File: src/design/uer_pkg.sv
package uer_pkg;

    // Default configuration of the block.
    localparam int unsigned WIDTH_BITS_DEF = 16;
    localparam int unsigned MID_DEPTH_DEF  = 4;
    localparam int unsigned OUT_DEPTH_DEF  = 8;

    localparam int unsigned TICK_W     = 24;
    localparam int unsigned CFG_IDX_W  = 3;
    localparam int unsigned CFG_DATA_W = 24;

    localparam logic [TICK_W-1:0] TICK_MAX = 24'hFF_FFFF;

    // Register indexes of the configuration port.
    localparam logic [CFG_IDX_W-1:0] REG_TRIGGER_TICKS = 3'd0;
    localparam logic [CFG_IDX_W-1:0] REG_TIMEOUT_TICKS = 3'd1;
    localparam logic [CFG_IDX_W-1:0] REG_SCALE_Q16     = 3'd2;
    localparam logic [CFG_IDX_W-1:0] REG_MIN_DISTANCE  = 3'd3;
    localparam logic [CFG_IDX_W-1:0] REG_MAX_DISTANCE  = 3'd4;

    // Register reset values.
    localparam logic [15:0] TRIGGER_TICKS_RST = 16'd80;
    localparam logic [23:0] TIMEOUT_TICKS_RST = 24'd400000;
    localparam logic [15:0] SCALE_Q16_RST     = 16'd1124;
    localparam logic [15:0] MIN_DISTANCE_RST  = 16'd2;
    localparam logic [9:0]  MAX_DISTANCE_RST  = 10'd400;

    // Result status codes.
    localparam logic [1:0] STATUS_OK      = 2'd0;
    localparam logic [1:0] STATUS_RANGE   = 2'd1;
    localparam logic [1:0] STATUS_TIMEOUT = 2'd2;

    localparam int unsigned ROUND_HALF = 32768;
    localparam logic [9:0]  DIST_CAP   = 10'd999;

    typedef enum logic [1:0] {
        PH_IDLE,
        PH_TRIG,
        PH_WAIT,
        PH_MEAS
    } phase_t;

    typedef struct packed {
        logic [15:0] trigger_ticks;
        logic [23:0] timeout_ticks;
        logic [15:0] scale_q16;
        logic [15:0] min_distance;
        logic [9:0]  max_distance;
    } cfg_t;

    typedef struct packed {
        logic start_req;
        logic echo_level;
    } in_item_t;

    typedef struct packed {
        logic        trig_level;
        logic        busy_res;
        logic        done_res;
        logic [1:0]  status;
        logic [15:0] pulse_width;
        logic [15:0] range_cm;
        logic [3:0]  digit_hundreds;
        logic [3:0]  digit_tens;
        logic [3:0]  digit_ones;
        logic [1:0]  digit_count;
    } out_item_t;

    // What the front hands to the back for one tick.
    typedef struct packed {
        logic trig;
        logic busy;
        logic done;
        logic timeout;
        logic finish;
    } tick_ctrl_t;

endpackage

File: src/design/ultrasonic_echo_ranger.sv
// Ultrasonic echo ranger. Every input beat is one clock tick of the sensor
// pins (start request and synchronized echo level), and every input beat
// yields exactly one result beat, in order. A start request while idle drives
// the trigger for trigger_ticks beats, then the block waits for a fresh
// rising edge of the echo and counts its high time; the falling edge ends the
// measurement with a distance of round(width * scale_q16 / 65536) cm, checked
// against min_distance..max_distance and split into decimal digits, while
// timeout_ticks beats after the trigger without a falling edge end it as a
// timeout. The block takes one beat per clock; full rises only when the
// result side has stopped popping long enough to fill both internal queues.
// Each result beat passes through the queue between the tick sequencer and
// the arithmetic, three pipeline stages (multiply, round and range check,
// digit split), and the result queue, from which it is popped.
// Configuration registers are written through cfg_we, cfg_index and cfg_data
// and should be changed only while no measurement or result is outstanding.
module ultrasonic_echo_ranger #(
    parameter int unsigned WIDTH_BITS = uer_pkg::WIDTH_BITS_DEF,
    parameter int unsigned MID_DEPTH  = uer_pkg::MID_DEPTH_DEF,
    parameter int unsigned OUT_DEPTH  = uer_pkg::OUT_DEPTH_DEF
) (
    input  logic                              clk,
    input  logic                              rst_n,
    input  logic                              push,
    output logic                              full,
    input  uer_pkg::in_item_t                 in_item,
    output logic                              empty,
    input  logic                              pop,
    output uer_pkg::out_item_t                out_item,
    input  logic                              cfg_we,
    input  logic [uer_pkg::CFG_IDX_W-1:0]     cfg_index,
    input  logic [uer_pkg::CFG_DATA_W-1:0]    cfg_data
);

    localparam int unsigned MID_W     = $bits(uer_pkg::tick_ctrl_t) + WIDTH_BITS;
    localparam int unsigned MID_CNT_W = $clog2(MID_DEPTH + 1);

    uer_pkg::cfg_t          cfg_reg, cfg_next;
    logic                   in_fire;
    uer_pkg::tick_ctrl_t    rec_ctrl, mid_ctrl;
    logic [WIDTH_BITS-1:0]  rec_width, mid_width;
    logic                   mid_pop, mid_empty;
    logic [MID_W-1:0]       mid_rdata;
    logic [MID_CNT_W-1:0]   mid_count;

    assign in_fire = push && !full;

    // Register writes land at once; an index past the list is dropped.
    always_comb
    begin
        cfg_next = cfg_reg;
        if (cfg_we)
        begin
            unique case (cfg_index)
                uer_pkg::REG_TRIGGER_TICKS: cfg_next.trigger_ticks = cfg_data[15:0];
                uer_pkg::REG_TIMEOUT_TICKS: cfg_next.timeout_ticks = cfg_data[23:0];
                uer_pkg::REG_SCALE_Q16:     cfg_next.scale_q16     = cfg_data[15:0];
                uer_pkg::REG_MIN_DISTANCE:  cfg_next.min_distance  = cfg_data[15:0];
                uer_pkg::REG_MAX_DISTANCE:  cfg_next.max_distance  = cfg_data[9:0];
                default:                    cfg_next               = cfg_reg;
            endcase
        end
    end

    always_ff @(posedge clk or negedge rst_n)
    begin
        if (!rst_n)
        begin
            cfg_reg.trigger_ticks <= uer_pkg::TRIGGER_TICKS_RST;
            cfg_reg.timeout_ticks <= uer_pkg::TIMEOUT_TICKS_RST;
            cfg_reg.scale_q16     <= uer_pkg::SCALE_Q16_RST;
            cfg_reg.min_distance  <= uer_pkg::MIN_DISTANCE_RST;
            cfg_reg.max_distance  <= uer_pkg::MAX_DISTANCE_RST;
        end
        else
        begin
            cfg_reg <= cfg_next;
        end
    end

    // The front runs the trigger, edge detection and counters one tick per beat.
    uer_front #(
        .WIDTH_BITS (WIDTH_BITS)
    ) u_front (
        .clk       (clk),
        .rst_n     (rst_n),
        .in_fire   (in_fire),
        .in_item   (in_item),
        .cfg       (cfg_reg),
        .rec_ctrl  (rec_ctrl),
        .rec_width (rec_width)
    );

    // The queue between the two halves; its full flag is the input full.
    uer_fifo #(
        .DATA_W (MID_W),
        .DEPTH  (MID_DEPTH)
    ) u_mid_fifo (
        .clk   (clk),
        .rst_n (rst_n),
        .push  (in_fire),
        .pop   (mid_pop),
        .wdata ({rec_ctrl, rec_width}),
        .rdata (mid_rdata),
        .full  (full),
        .empty (mid_empty),
        .count (mid_count)
    );

    assign mid_ctrl  = mid_rdata[MID_W-1:WIDTH_BITS];
    assign mid_width = mid_rdata[WIDTH_BITS-1:0];

    // The back does the distance arithmetic and holds the result queue.
    uer_back #(
        .WIDTH_BITS (WIDTH_BITS),
        .OUT_DEPTH  (OUT_DEPTH)
    ) u_back (
        .clk       (clk),
        .rst_n     (rst_n),
        .cfg       (cfg_reg),
        .mid_empty (mid_empty),
        .mid_ctrl  (mid_ctrl),
        .mid_width (mid_width),
        .mid_pop   (mid_pop),
        .pop       (pop),
        .empty     (empty),
        .out_item  (out_item)
    );

`ifndef SYNTHESIS
    // A finished measurement always returns the block to idle.
    assert property (@(posedge clk) disable iff (!rst_n)
        (!empty && out_item.done_res) |-> !out_item.busy_res)
        else $error("done beat reports busy");

    // Without done, status and all measurement fields stay zero.
    assert property (@(posedge clk) disable iff (!rst_n)
        (!empty && !out_item.done_res) |->
        (out_item.status == uer_pkg::STATUS_OK && out_item.digit_count == 2'd0 &&
         out_item.pulse_width == 16'd0 && out_item.range_cm == 16'd0))
        else $error("measurement fields set on a beat without done");

    // A timeout carries no width and no distance.
    assert property (@(posedge clk) disable iff (!rst_n)
        (!empty && out_item.status == uer_pkg::STATUS_TIMEOUT) |->
        (out_item.pulse_width == 16'd0 && out_item.range_cm == 16'd0 &&
         out_item.digit_count == 2'd0))
        else $error("timeout beat carries a measurement");

    // An in-range result has at least one digit and every digit is decimal.
    assert property (@(posedge clk) disable iff (!rst_n)
        (!empty && out_item.done_res && out_item.status == uer_pkg::STATUS_OK) |->
        (out_item.digit_count != 2'd0 && out_item.digit_hundreds <= 4'd9 &&
         out_item.digit_tens <= 4'd9 && out_item.digit_ones <= 4'd9))
        else $error("bad digit split");

    // The middle queue never holds more beats than it has entries.
    assert property (@(posedge clk) disable iff (!rst_n)
        mid_count <= MID_CNT_W'(MID_DEPTH))
        else $error("middle queue overfilled");
`endif

endmodule

File: src/design/uer_fifo.sv
module uer_fifo #(
    parameter int unsigned DATA_W = 8,
    parameter int unsigned DEPTH  = 4
) (
    input  logic                       clk,
    input  logic                       rst_n,
    input  logic                       push,
    input  logic                       pop,
    input  logic [DATA_W-1:0]          wdata,
    output logic [DATA_W-1:0]          rdata,
    output logic                       full,
    output logic                       empty,
    output logic [$clog2(DEPTH+1)-1:0] count
);

    localparam int unsigned PTR_W = (DEPTH > 1) ? $clog2(DEPTH) : 1;
    localparam int unsigned CNT_W = $clog2(DEPTH + 1);

    logic [DATA_W-1:0] mem [DEPTH];
    logic [PTR_W-1:0]  wr_ptr_reg, wr_ptr_next;
    logic [PTR_W-1:0]  rd_ptr_reg, rd_ptr_next;
    logic [CNT_W-1:0]  count_reg, count_next;
    logic              do_push, do_pop;

    assign full    = (count_reg == CNT_W'(DEPTH));
    assign empty   = (count_reg == '0);
    assign count   = count_reg;
    assign rdata   = mem[rd_ptr_reg];
    assign do_push = push && !full;
    assign do_pop  = pop && !empty;

    always_comb
    begin
        wr_ptr_next = wr_ptr_reg;
        rd_ptr_next = rd_ptr_reg;
        count_next  = count_reg;
        if (do_push)
        begin
            wr_ptr_next = (wr_ptr_reg == PTR_W'(DEPTH - 1)) ? '0 : wr_ptr_reg + 1'b1;
        end
        if (do_pop)
        begin
            rd_ptr_next = (rd_ptr_reg == PTR_W'(DEPTH - 1)) ? '0 : rd_ptr_reg + 1'b1;
        end
        if (do_push && !do_pop)
        begin
            count_next = count_reg + 1'b1;
        end
        else if (do_pop && !do_push)
        begin
            count_next = count_reg - 1'b1;
        end
    end

    always_ff @(posedge clk or negedge rst_n)
    begin
        if (!rst_n)
        begin
            wr_ptr_reg <= '0;
            rd_ptr_reg <= '0;
            count_reg  <= '0;
        end
        else
        begin
            wr_ptr_reg <= wr_ptr_next;
            rd_ptr_reg <= rd_ptr_next;
            count_reg  <= count_next;
        end
    end

    always_ff @(posedge clk)
    begin
        if (do_push)
        begin
            mem[wr_ptr_reg] <= wdata;
        end
    end

endmodule

File: src/design/uer_front.sv
module uer_front #(
    parameter int unsigned WIDTH_BITS = uer_pkg::WIDTH_BITS_DEF
) (
    input  logic                   clk,
    input  logic                   rst_n,
    input  logic                   in_fire,
    input  uer_pkg::in_item_t      in_item,
    input  uer_pkg::cfg_t          cfg,
    output uer_pkg::tick_ctrl_t    rec_ctrl,
    output logic [WIDTH_BITS-1:0]  rec_width
);

    uer_pkg::phase_t                 phase_reg, phase_next;
    logic [uer_pkg::TICK_W-1:0]      tick_reg, tick_next, tick_inc;
    logic [WIDTH_BITS-1:0]           width_reg, width_next;
    logic                            echo_prev_reg;
    logic                            rising;

    assign rising    = in_item.echo_level && !echo_prev_reg;
    assign tick_inc  = (tick_reg == uer_pkg::TICK_MAX) ? tick_reg : tick_reg + 1'b1;
    // A finished measurement reports the width held before this tick.
    assign rec_width = width_reg;

    always_comb
    begin
        phase_next = phase_reg;
        tick_next  = tick_reg;
        width_next = width_reg;
        rec_ctrl   = '0;
        unique case (phase_reg)
            uer_pkg::PH_IDLE:
            begin
                if (in_item.start_req)
                begin
                    rec_ctrl.trig = 1'b1;
                    width_next    = '0;
                    if (cfg.trigger_ticks <= 16'd1)
                    begin
                        phase_next = uer_pkg::PH_WAIT;
                        tick_next  = '0;
                    end
                    else
                    begin
                        phase_next = uer_pkg::PH_TRIG;
                        tick_next  = uer_pkg::TICK_W'(1);
                    end
                end
            end
            uer_pkg::PH_TRIG:
            begin
                rec_ctrl.trig = 1'b1;
                if (tick_inc >= {8'd0, cfg.trigger_ticks})
                begin
                    phase_next = uer_pkg::PH_WAIT;
                    tick_next  = '0;
                end
                else
                begin
                    tick_next = tick_inc;
                end
            end
            uer_pkg::PH_WAIT, uer_pkg::PH_MEAS:
            begin
                tick_next = tick_inc;
                if (phase_reg == uer_pkg::PH_WAIT)
                begin
                    if (rising)
                    begin
                        phase_next = uer_pkg::PH_MEAS;
                        width_next = WIDTH_BITS'(1);
                    end
                end
                else if (in_item.echo_level)
                begin
                    if (!(&width_reg))
                    begin
                        width_next = width_reg + 1'b1;
                    end
                end
                else
                begin
                    rec_ctrl.finish = 1'b1;
                end
                if (!rec_ctrl.finish && (tick_inc >= cfg.timeout_ticks))
                begin
                    rec_ctrl.timeout = 1'b1;
                end
                if (rec_ctrl.finish || rec_ctrl.timeout)
                begin
                    phase_next = uer_pkg::PH_IDLE;
                end
            end
            default:
            begin
                phase_next = uer_pkg::PH_IDLE;
            end
        endcase
        rec_ctrl.done = rec_ctrl.finish || rec_ctrl.timeout;
        rec_ctrl.busy = (phase_next != uer_pkg::PH_IDLE);
    end

    always_ff @(posedge clk or negedge rst_n)
    begin
        if (!rst_n)
        begin
            phase_reg     <= uer_pkg::PH_IDLE;
            tick_reg      <= '0;
            width_reg     <= '0;
            echo_prev_reg <= 1'b0;
        end
        else if (in_fire)
        begin
            phase_reg     <= phase_next;
            tick_reg      <= tick_next;
            width_reg     <= width_next;
            echo_prev_reg <= in_item.echo_level;
        end
    end

endmodule

File: src/design/uer_back.sv
module uer_back #(
    parameter int unsigned WIDTH_BITS = uer_pkg::WIDTH_BITS_DEF,
    parameter int unsigned OUT_DEPTH  = uer_pkg::OUT_DEPTH_DEF
) (
    input  logic                   clk,
    input  logic                   rst_n,
    input  uer_pkg::cfg_t          cfg,
    input  logic                   mid_empty,
    input  uer_pkg::tick_ctrl_t    mid_ctrl,
    input  logic [WIDTH_BITS-1:0]  mid_width,
    output logic                   mid_pop,
    input  logic                   pop,
    output logic                   empty,
    output uer_pkg::out_item_t     out_item
);

    localparam int unsigned PROD_W = WIDTH_BITS + 16;
    localparam int unsigned SUM_W  = PROD_W + 1;
    localparam int unsigned PW_W   = (WIDTH_BITS > 16) ? WIDTH_BITS : 16;
    localparam int unsigned OCC_W  = $clog2(OUT_DEPTH + 1);

    // Stage A: saturated width and the product width * scale.
    logic                 a_valid_reg;
    uer_pkg::tick_ctrl_t  a_ctrl_reg;
    logic [PROD_W-1:0]    a_prod_reg;
    logic [15:0]          a_pw_reg;
    logic [PW_W-1:0]      w_ext;
    logic [15:0]          pw_sat;

    // Stage B: rounded, saturated distance and range check.
    logic                 b_valid_reg;
    uer_pkg::tick_ctrl_t  b_ctrl_reg;
    logic [15:0]          b_pw_reg;
    logic [15:0]          b_dist_reg;
    logic                 b_ok_reg;
    logic [9:0]           b_cap_reg;
    logic [SUM_W-1:0]     sum, d_wide;
    logic [15:0]          dist_cm;
    logic                 in_range;
    logic [9:0]           capped;

    // Stage C: hundreds digit, remainder and digit count.
    logic                 c_valid_reg;
    uer_pkg::tick_ctrl_t  c_ctrl_reg;
    logic [15:0]          c_pw_reg;
    logic [15:0]          c_dist_reg;
    logic                 c_ok_reg;
    logic [3:0]           c_hund_reg;
    logic [6:0]           c_rem_reg;
    logic [1:0]           c_count_reg;
    logic [15:0]          hund_prod;
    logic [3:0]           hund;
    logic [9:0]           rem_full;
    logic [1:0]           count_digits;

    // Tens and ones, then the result beat.
    logic [14:0]          tens_prod;
    logic [3:0]           tens;
    logic [6:0]           ones_full;
    uer_pkg::out_item_t   res;

    logic [OCC_W-1:0]     out_count;
    logic [OCC_W+1:0]     occupancy;
    logic                 out_full;

    always_comb
    begin
        w_ext  = PW_W'(mid_width);
        pw_sat = ((w_ext >> 16) != '0) ? 16'hFFFF : w_ext[15:0];
    end

    always_comb
    begin
        sum      = SUM_W'(a_prod_reg) + SUM_W'(uer_pkg::ROUND_HALF);
        d_wide   = sum >> 16;
        dist_cm  = ((d_wide >> 16) != '0) ? 16'hFFFF : d_wide[15:0];
        in_range = (dist_cm >= cfg.min_distance) && (dist_cm <= {6'd0, cfg.max_distance});
        capped   = (dist_cm > {6'd0, uer_pkg::DIST_CAP}) ? uer_pkg::DIST_CAP : dist_cm[9:0];
    end

    // n / 100 equals (n * 41) >> 12 for every n below 1000.
    always_comb
    begin
        hund_prod = 16'(b_cap_reg) * 16'd41;
        hund      = hund_prod[15:12];
        rem_full  = b_cap_reg - 10'(hund) * 10'd100;
        if (b_cap_reg >= 10'd100)
        begin
            count_digits = 2'd3;
        end
        else if (b_cap_reg >= 10'd10)
        begin
            count_digits = 2'd2;
        end
        else
        begin
            count_digits = 2'd1;
        end
    end

    // n / 10 equals (n * 205) >> 11 for every n below 100.
    always_comb
    begin
        tens_prod = 15'(c_rem_reg) * 15'd205;
        tens      = tens_prod[14:11];
        ones_full = c_rem_reg - 7'(tens) * 7'd10;
    end

    always_comb
    begin
        res            = '0;
        res.trig_level = c_ctrl_reg.trig;
        res.busy_res   = c_ctrl_reg.busy;
        res.done_res   = c_ctrl_reg.done;
        if (c_ctrl_reg.timeout)
        begin
            res.status = uer_pkg::STATUS_TIMEOUT;
        end
        else if (c_ctrl_reg.finish)
        begin
            res.pulse_width = c_pw_reg;
            res.range_cm    = c_dist_reg;
            if (c_ok_reg)
            begin
                res.status         = uer_pkg::STATUS_OK;
                res.digit_hundreds = c_hund_reg;
                res.digit_tens     = tens;
                res.digit_ones     = ones_full[3:0];
                res.digit_count    = c_count_reg;
            end
            else
            begin
                res.status = uer_pkg::STATUS_RANGE;
            end
        end
    end

    // The pipeline never stalls, so an item leaves the queue only when the
    // output queue has room for it and for everything already in flight.
    // The credit check keeps the output queue from overflowing; the full flag
    // is folded in as a plain guard.
    assign occupancy = (OCC_W+2)'(out_count) + (OCC_W+2)'(a_valid_reg)
                     + (OCC_W+2)'(b_valid_reg) + (OCC_W+2)'(c_valid_reg);
    assign mid_pop   = !mid_empty && !out_full && (occupancy < (OCC_W+2)'(OUT_DEPTH));

    always_ff @(posedge clk or negedge rst_n)
    begin
        if (!rst_n)
        begin
            a_valid_reg <= 1'b0;
            b_valid_reg <= 1'b0;
            c_valid_reg <= 1'b0;
        end
        else
        begin
            a_valid_reg <= mid_pop;
            b_valid_reg <= a_valid_reg;
            c_valid_reg <= b_valid_reg;
        end
    end

    always_ff @(posedge clk)
    begin
        a_ctrl_reg  <= mid_ctrl;
        a_prod_reg  <= PROD_W'(mid_width) * PROD_W'(cfg.scale_q16);
        a_pw_reg    <= pw_sat;
        b_ctrl_reg  <= a_ctrl_reg;
        b_pw_reg    <= a_pw_reg;
        b_dist_reg  <= dist_cm;
        b_ok_reg    <= in_range;
        b_cap_reg   <= capped;
        c_ctrl_reg  <= b_ctrl_reg;
        c_pw_reg    <= b_pw_reg;
        c_dist_reg  <= b_dist_reg;
        c_ok_reg    <= b_ok_reg;
        c_hund_reg  <= hund;
        c_rem_reg   <= rem_full[6:0];
        c_count_reg <= count_digits;
    end

    uer_fifo #(
        .DATA_W ($bits(uer_pkg::out_item_t)),
        .DEPTH  (OUT_DEPTH)
    ) u_out_fifo (
        .clk   (clk),
        .rst_n (rst_n),
        .push  (c_valid_reg),
        .pop   (pop),
        .wdata (res),
        .rdata (out_item),
        .full  (out_full),
        .empty (empty),
        .count (out_count)
    );

endmodule

File: config.mk
export PLATFORM = sky130hd
export DESIGN_NAME = ultrasonic_echo_ranger
export DESIGN_NICKNAME = d
export VERILOG_FILES = /design/src/design/uer_pkg.sv /design/src/design/ultrasonic_echo_ranger.sv /design/src/design/uer_fifo.sv /design/src/design/uer_front.sv /design/src/design/uer_back.sv
export SDC_FILE = /design/constraint.sdc
export NUM_CORES = 2
export LEC_CHECK = 0
export BUFFER_PORTS_ARGS = -buffer_cell sky130_fd_sc_hd__buf_2
export CAP_MARGIN = 5
export CORE_MARGIN = 2
export CORE_UTILIZATION = 30
export CTS_CLUSTER_SIZE = 20
export DETAILED_ROUTE_END_ITERATION = 8
export GPL_TIMING_DRIVEN = 0
export HOLD_SLACK_MARGIN = 0.12
export PLACE_DENSITY = 0.51
export SYNTH_ARGS = -nofsm -noshare
export SYNTH_HDL_FRONTEND = slang
export SYNTH_SLANG_ARGS = --single-unit
File: constraint.sdc
create_clock -name clk -period 9.7 [get_ports clk]
set_input_delay 1.455 -clock clk [delete_from_list [all_inputs] [get_ports clk]]
set_output_delay 1.455 -clock clk [all_outputs]
set_load 0.01 [all_outputs]
Yosys cells after proc, flatten, opt, wreduce, memory -nomap -nowiden --
Memories as Yosys holds them, arrays and structs flattened. Index checks and enable logic that the tools add are counted.
Word-level totals: register bits 297, latch bits 0, memory bits (writable) 492, ROM bits 0, input port bits 34, output and inout port bits 53, word-level logic and storage cells 183, memories 2
Operators by class: add/sub/neg operators 16, multipliers 5, divide/modulo/power cells 0, order comparisons 9, equal/unequal tests 18, shift-type cells 0, multiplexer cells 45, bitwise logic cells 0, reduce and logical (&&, ||, !) cells 43
Memories:
- u_back.u_out_fifo.mem | words 8, bits a word 51, read ports 1, clocked after memory_dff 0, write ports 1, line uer_fifo.sv:19 | logic [DATA_W-1:0] mem [DEPTH];
- u_mid_fifo.mem | words 4, bits a word 21, read ports 1, clocked after memory_dff 0, write ports 1, line uer_fifo.sv:19
Operator list (number):
- $mux 16 | 6
- $mux 24 | 3
- $pmux 24 s3 | 1
- $mux 48 | 1
- $mux 46 | 1
- $add 32x16->33 const B | 1
- $mul 16x16->32 | 1
- $pmux 16 s2 | 1
- $add 24x1->24 const B | 1
- $eq 24x24->1 const B | 1
- $ge 24x16->1 | 1
- $ge 24x24->1 | 1
- $mux 2 | 11
- $add 16x1->16 const B | 1
- $ge 16x16->1 | 1
- $gt 16x10->1 const B | 1
- $le 16x1->1 const B | 1
- $le 16x10->1 | 1
- $mul 10x6->16 const B | 1
- $reduce_and 16->1 | 1
- $mul 7x8->15 const B | 1
- $logic_and 1x1->1 | 14
- $mux 14 | 1
- $add 6x1->6 | 2
- other kinds (35) | 81

Depth between registers and ports, before layout --
depth in word-level cells 11, gate-level depth with buffers 25, gate-level depth less buffers 23

Cells and area by module --
From an unflattened synthesis, not the netlist that was laid out.
Second synthesis, totals: cells, all modules 2925, area total of the unflattened synthesis 40905.5 um^2
By module, submodules not included:
- uer_fifo (u_back.u_out_fifo) | times used 1, cells each 655, area an instance 15966.6 um^2, sequential area each 12502.0 um^2
- uer_back | times used 1, cells each 1503, area an instance 14418.8 um^2, sequential area each 2817.7 um^2
- uer_front | times used 1, cells each 442, area an instance 3756.1 um^2, sequential area each 1076.0 um^2
- uer_fifo (u_mid_fifo) | times used 1, cells each 147, area an instance 3495.9 um^2, sequential area each 2697.6 um^2
- ultrasonic_echo_ranger | times used 1, cells each 178, area an instance 3268.1 um^2, sequential area each 2072.0 um^2

Least setup slack after synthesis --
OpenSTA, ideal clock, no wires.
path kind register to register, start register u_mid_fifo.rd_ptr_reg[0], end register u_back.a_prod_reg[30], setup time 124 ps, arrival time 6646 ps, required time 9576 ps, slack 2931 ps, stages on the path, launching flop included 24, buffers on the path 3, clock period less this slack 6769 ps, path through dfrtp_1 > buf_2 > buf_1 > mux4_2 > clkbuf_1 > nand2_1 > fa_1 > fa_1 > fa_1 > inv_1 > fa_1 > fa_1 > inv_1 > fa_1 > inv_1 > ha_1 > a21o_1 > a221oi_1 > o211ai_1 > o211ai_1 > a21oi_1 > o221ai_1 > o21bai_1 > xor2_1
Between the ends: longest elaborated chain between the ends 2
Ends and longest elaborated chain:
- from (decl) | line uer_fifo.sv:21 | logic [PTR_W-1:0] rd_ptr_reg, rd_ptr_next;
- from (signal assigned) | line uer_fifo.sv:66 | rd_ptr_reg <= rd_ptr_next;
- $mem_v2 4x21
- named net mid_rdata[11] | line ultrasonic_echo_ranger.sv:42 | logic [MID_W-1:0] mid_rdata;
- $mul 16x16->32 | line uer_back.sv:165 | a_prod_reg <= PROD_W'(mid_width) * PROD_W'(cfg.scale_q16);
- to (signal assigned) | line uer_back.sv:165
- to (decl) | line uer_back.sv:25 | logic [PROD_W-1:0] a_prod_reg;
The timed path passes the listed nets, and every way through them passes these cells. A chain may end at the register's enable or synchronous reset.

Final worst setup path --
Ends and elaborated chain as after synthesis.

==> metrics.md <==
| Metric | Value |
|---|---|
| Status | `completed` |
| Asr flop ratio synth | `18.7%` |
| Fin nets | `3680` |
| Clk_lat worst skew | `0.69 ns` |
| TritonCTS Sinks | `774` |
| Hold Path Class | `reg -> reg` |
| Root Buffer | `clkbuf_16` |
| Fin crit period | `8.29 ns` |
| Hold_buf cts | `0` |
| Crit path kind | `reg -> reg` |
| Max reg flops | `408` |
| Area occupied by multi-input gates | `17300 sq um` |
| CP max FO | `10` |
| Gr usage total | `14.3%` |
| Final Non-Filler Cells | `5018` |
| Mapped cell area | `40200 sq um` |
| IO Port Bufs | `86` |
| Placed Cells | `4861` |
| Vias in the first global route | `24300` |
| Number of flops mapped to enable cells by yosys | `492` |
| Multiplexer share of the synthesized area | `9.49%` |
| Total gr overflow | `0` |
| Worst setup path endpoint | `u_back.a_prod_reg[30]$_DFF_P_` |
| Synth unique cells | `77` |
| Initial antenna violation count | `2` |
| Fmax | `0.121 GHz` |
| Worst Clk Skew | `0.0686 ns` |
| Dpl cell area | `43400 sq um` |
| Synth top area cells | `edfxtp_1 (37%), fa_1 (10%), ha_1 (8.1%), dfrtp_1 (8.0%), mux4_2 (6.9%)` |
| Main flop type after synthesis | `edfxtp_1` |
| Routability cong. | `0.832` |
| Critical Path RT | `10.26 ns` |
| Ports | `87` |
| DRC | `0` |
| Final TNS setup | `0 ns` |
| Initial core utilization | `30.2%` |
| First-pass GRT wire length | `150 mm` |
| Core area | `133000 sq um` |
| Final hold violations | `0` |
| 1st-iter DRT viols | `1592` |
| Final HPWL DP | `70.4 mm` |
| Worst EP arrival | `8.85 ns` |
| Worst Reg-to-Reg Cells | `23` |
| Via density | `4.62` |
| H-tree Lvls | `3` |
| Worst Tran Pin Value | `1.19 ns` |
| Die footprint | `137000 sq um` |
| PostCTS Resize Cnt | `0` |
| Most common cell after layout, fill and taps aside | `edfxtp_1` |
| Synth-to-Final Area Change | `15.1%` |
| Layout fillers | `13000` |
| Reg-to-Reg End | `u_back.a_prod_reg[30]$_DFF_P_` |
| Slew margin rel. | `20.2%` |
| Final Max Tran Viols | `0` |
| CTS tree | `done` |
| Most frequent cells in the layout | `edfxtp_1 (492), inv_1 (368), nand2_1 (275)` |
| Largest net degree at the start of global routing | `81` |
| Die W | `370 um` |
| Synth warnings | `0` |
| Final period util | `85.5%` |
| Yosys top cell by area | `edfxtp_1` |
| Synth Area in Compound Gates | `4.28%` |
| Design area | `46200 sq um` |
| Post-CTS Setup Repair Bufs | `0` |
| Post-Syn Area per Cell | `13.5 sq um` |
| CP startpoint kind | `register` |
| CP startpoint | `u_mid_fifo.rd_ptr_reg[0]$_DFFE_PN0P_` |
| Setup crit end kind | `register` |
| Via Count | `23200` |
| Total CTS buffers | `83` |
| Max-Cap Viols | `0` |
| Layout cells sized above 1 | `15.7%` |
| Final wirelength | `95.8 mm` |
| Largest family of logic cells by synthesized area | `adder cells` |
| Setup slack, reg-to-reg | `1.41 ns` |
| Mapped Cells | `2980` |
| Final setup viols | `0` |
| Synth Area in Simple Gates | `8.90%` |
| Synthesized flop and latch total | `774` |
| Clock buffer depth | `3` |
| Sequential share of the synthesized area | `52.7%` |
| Reg area | `21200 sq um` |
| Cell row count | `134` |
| Clk slew on worst S/H paths | `0.06 ns` |
| RSZ-0062 raised after global routing | `no` |
| Reg-to-Reg Start | `u_mid_fifo.rd_ptr_reg[0]$_DFFE_PN0P_` |
| Initial DRT Pass Iterations | `5` |
| Antenna viol nets, final | `0` |
| Adder-cell area share of the yosys netlist | `18.5%` |
| Die height | `370 um` |
| Top-area cell type share of the netlist area | `36.8%` |
| Synth Area in XOR/XNOR | `1.67%` |
| Drt wl/cell | `19.1 um` |
| Synthesized Nets | `3482` |
==> worst min path at each step <==
stage	slack, ns	end	depth (start not counted)	start
finish	0.31	u_back.b_pw_reg[3]$_DFF_P_	0	u_back.a_pw_reg[3]$_DFF_P_
global route	0.33	u_back.c_pw_reg[12]$_DFF_P_	0	u_back.b_pw_reg[12]$_DFF_P_
CTS	0.32	u_back.b_pw_reg[3]$_DFF_P_	0	u_back.a_pw_reg[3]$_DFF_P_
detailed placement	0.31	u_back.c_ctrl_reg[2]$_DFF_P_	0	u_back.b_ctrl_reg[2]$_DFF_P_
global placement	0.31	u_back.c_dist_reg[6]$_DFF_P_	0	u_back.b_dist_reg[6]$_DFF_P_
floorplan	0.31	u_back.b_ctrl_reg[0]$_DFF_P_	0	u_back.a_ctrl_reg[0]$_DFF_P_
==> synth_stat cells, types with 7 or more instances <==
cell / number
mux4_2: 123
inv_1: 368
nor2b_1: 10
ha_1: 259
edfxtp_1: 492
mux2_2: 90
nor4_1: 13
dfstp_2: 16
o22ai_1: 7
a21oi_1: 50
nand3_1: 44
and4_1: 7
dfxtp_1: 137
a32o_1: 15
nand4_1: 26
dfrtp_1: 129
xnor2_1: 37
xor2_1: 36
fa_1: 209
nand2_1: 275
a31oi_1: 7
a21o_1: 28
nor3_1: 25
o21a_1: 10
buf_1: 15
clkbuf_1: 81
and2_1: 155
and3_1: 36
nor2_1: 71
nand2b_1: 22
o21ai_0: 92
==> critical path, stage by stage (launching register included) <==
cell and delay, ns:
dfrtp_1 0.34, buf_2 0.18, buf_1 0.71, mux4_2 0.51
clkbuf_1 0.65, nand2_1 0.18, fa_1 0.58, fa_1 0.44
fa_1 0.51, inv_1 0.05, fa_1 0.46, fa_1 0.54
inv_1 0.06, fa_1 0.53, inv_1 0.05, ha_1 0.31
a21o_1 0.19, a221oi_1 0.35, o211ai_1 0.29, o211ai_1 0.38
a21oi_1 0.17, o221ai_1 0.37, o21bai_1 0.12, xor2_1 0.15
==> per-layer routing <==
metal	up-vias	GRT usage, %	share of wire, %
met3	112	2.17	3.8
met5	-	0	0
li1	10800	-	-
met1	11800	19.4	46
met4	0	4.54	2.7
met2	418	23.5	48
==> through the flow <==
step                utilization (%)  hold WS [ns]  setup slack (ns)
floorplan                         -         0.310              2.93
global placement               32.2         0.310             0.685
detailed placement             32.6         0.312              1.41
CTS                            34.7         0.317              1.36
global route                   34.7         0.327             0.928
finish                         34.7         0.313              1.41
==> cell families (layout without fill, tap and decap cells) <==
kind of cell / Yosys count / in the layout
AOI/OAI and AO/OA: 263 / 263
xor gates and xnor gates: 75 / 75
adders and majority gates: 468 / 468
buffers and inverters: 473 / 742
DFF: 774 / 774
muxes: 216 / 216
other: 0 / 1
and+or+nand+nor: 711 / 711
==> area by class of cell <==
cell class / instances / share of cell area [%]
multi-input combinational: 1733 / 37.3
clock buffer: 118 / 5.17
sequential: 774 / 45.8
tap: 1768 / 4.78
timing repair buffer: 113 / 1.96
inverter: 368 / 2.99
antenna: 1 / 0.00541
buffer: 105 / 0.936
clock inverter: 38 / 1.06
Power is left out: the tool's default activity adds up to more than one toggle a clock period on the data nets, which glitch-free logic cannot reach.
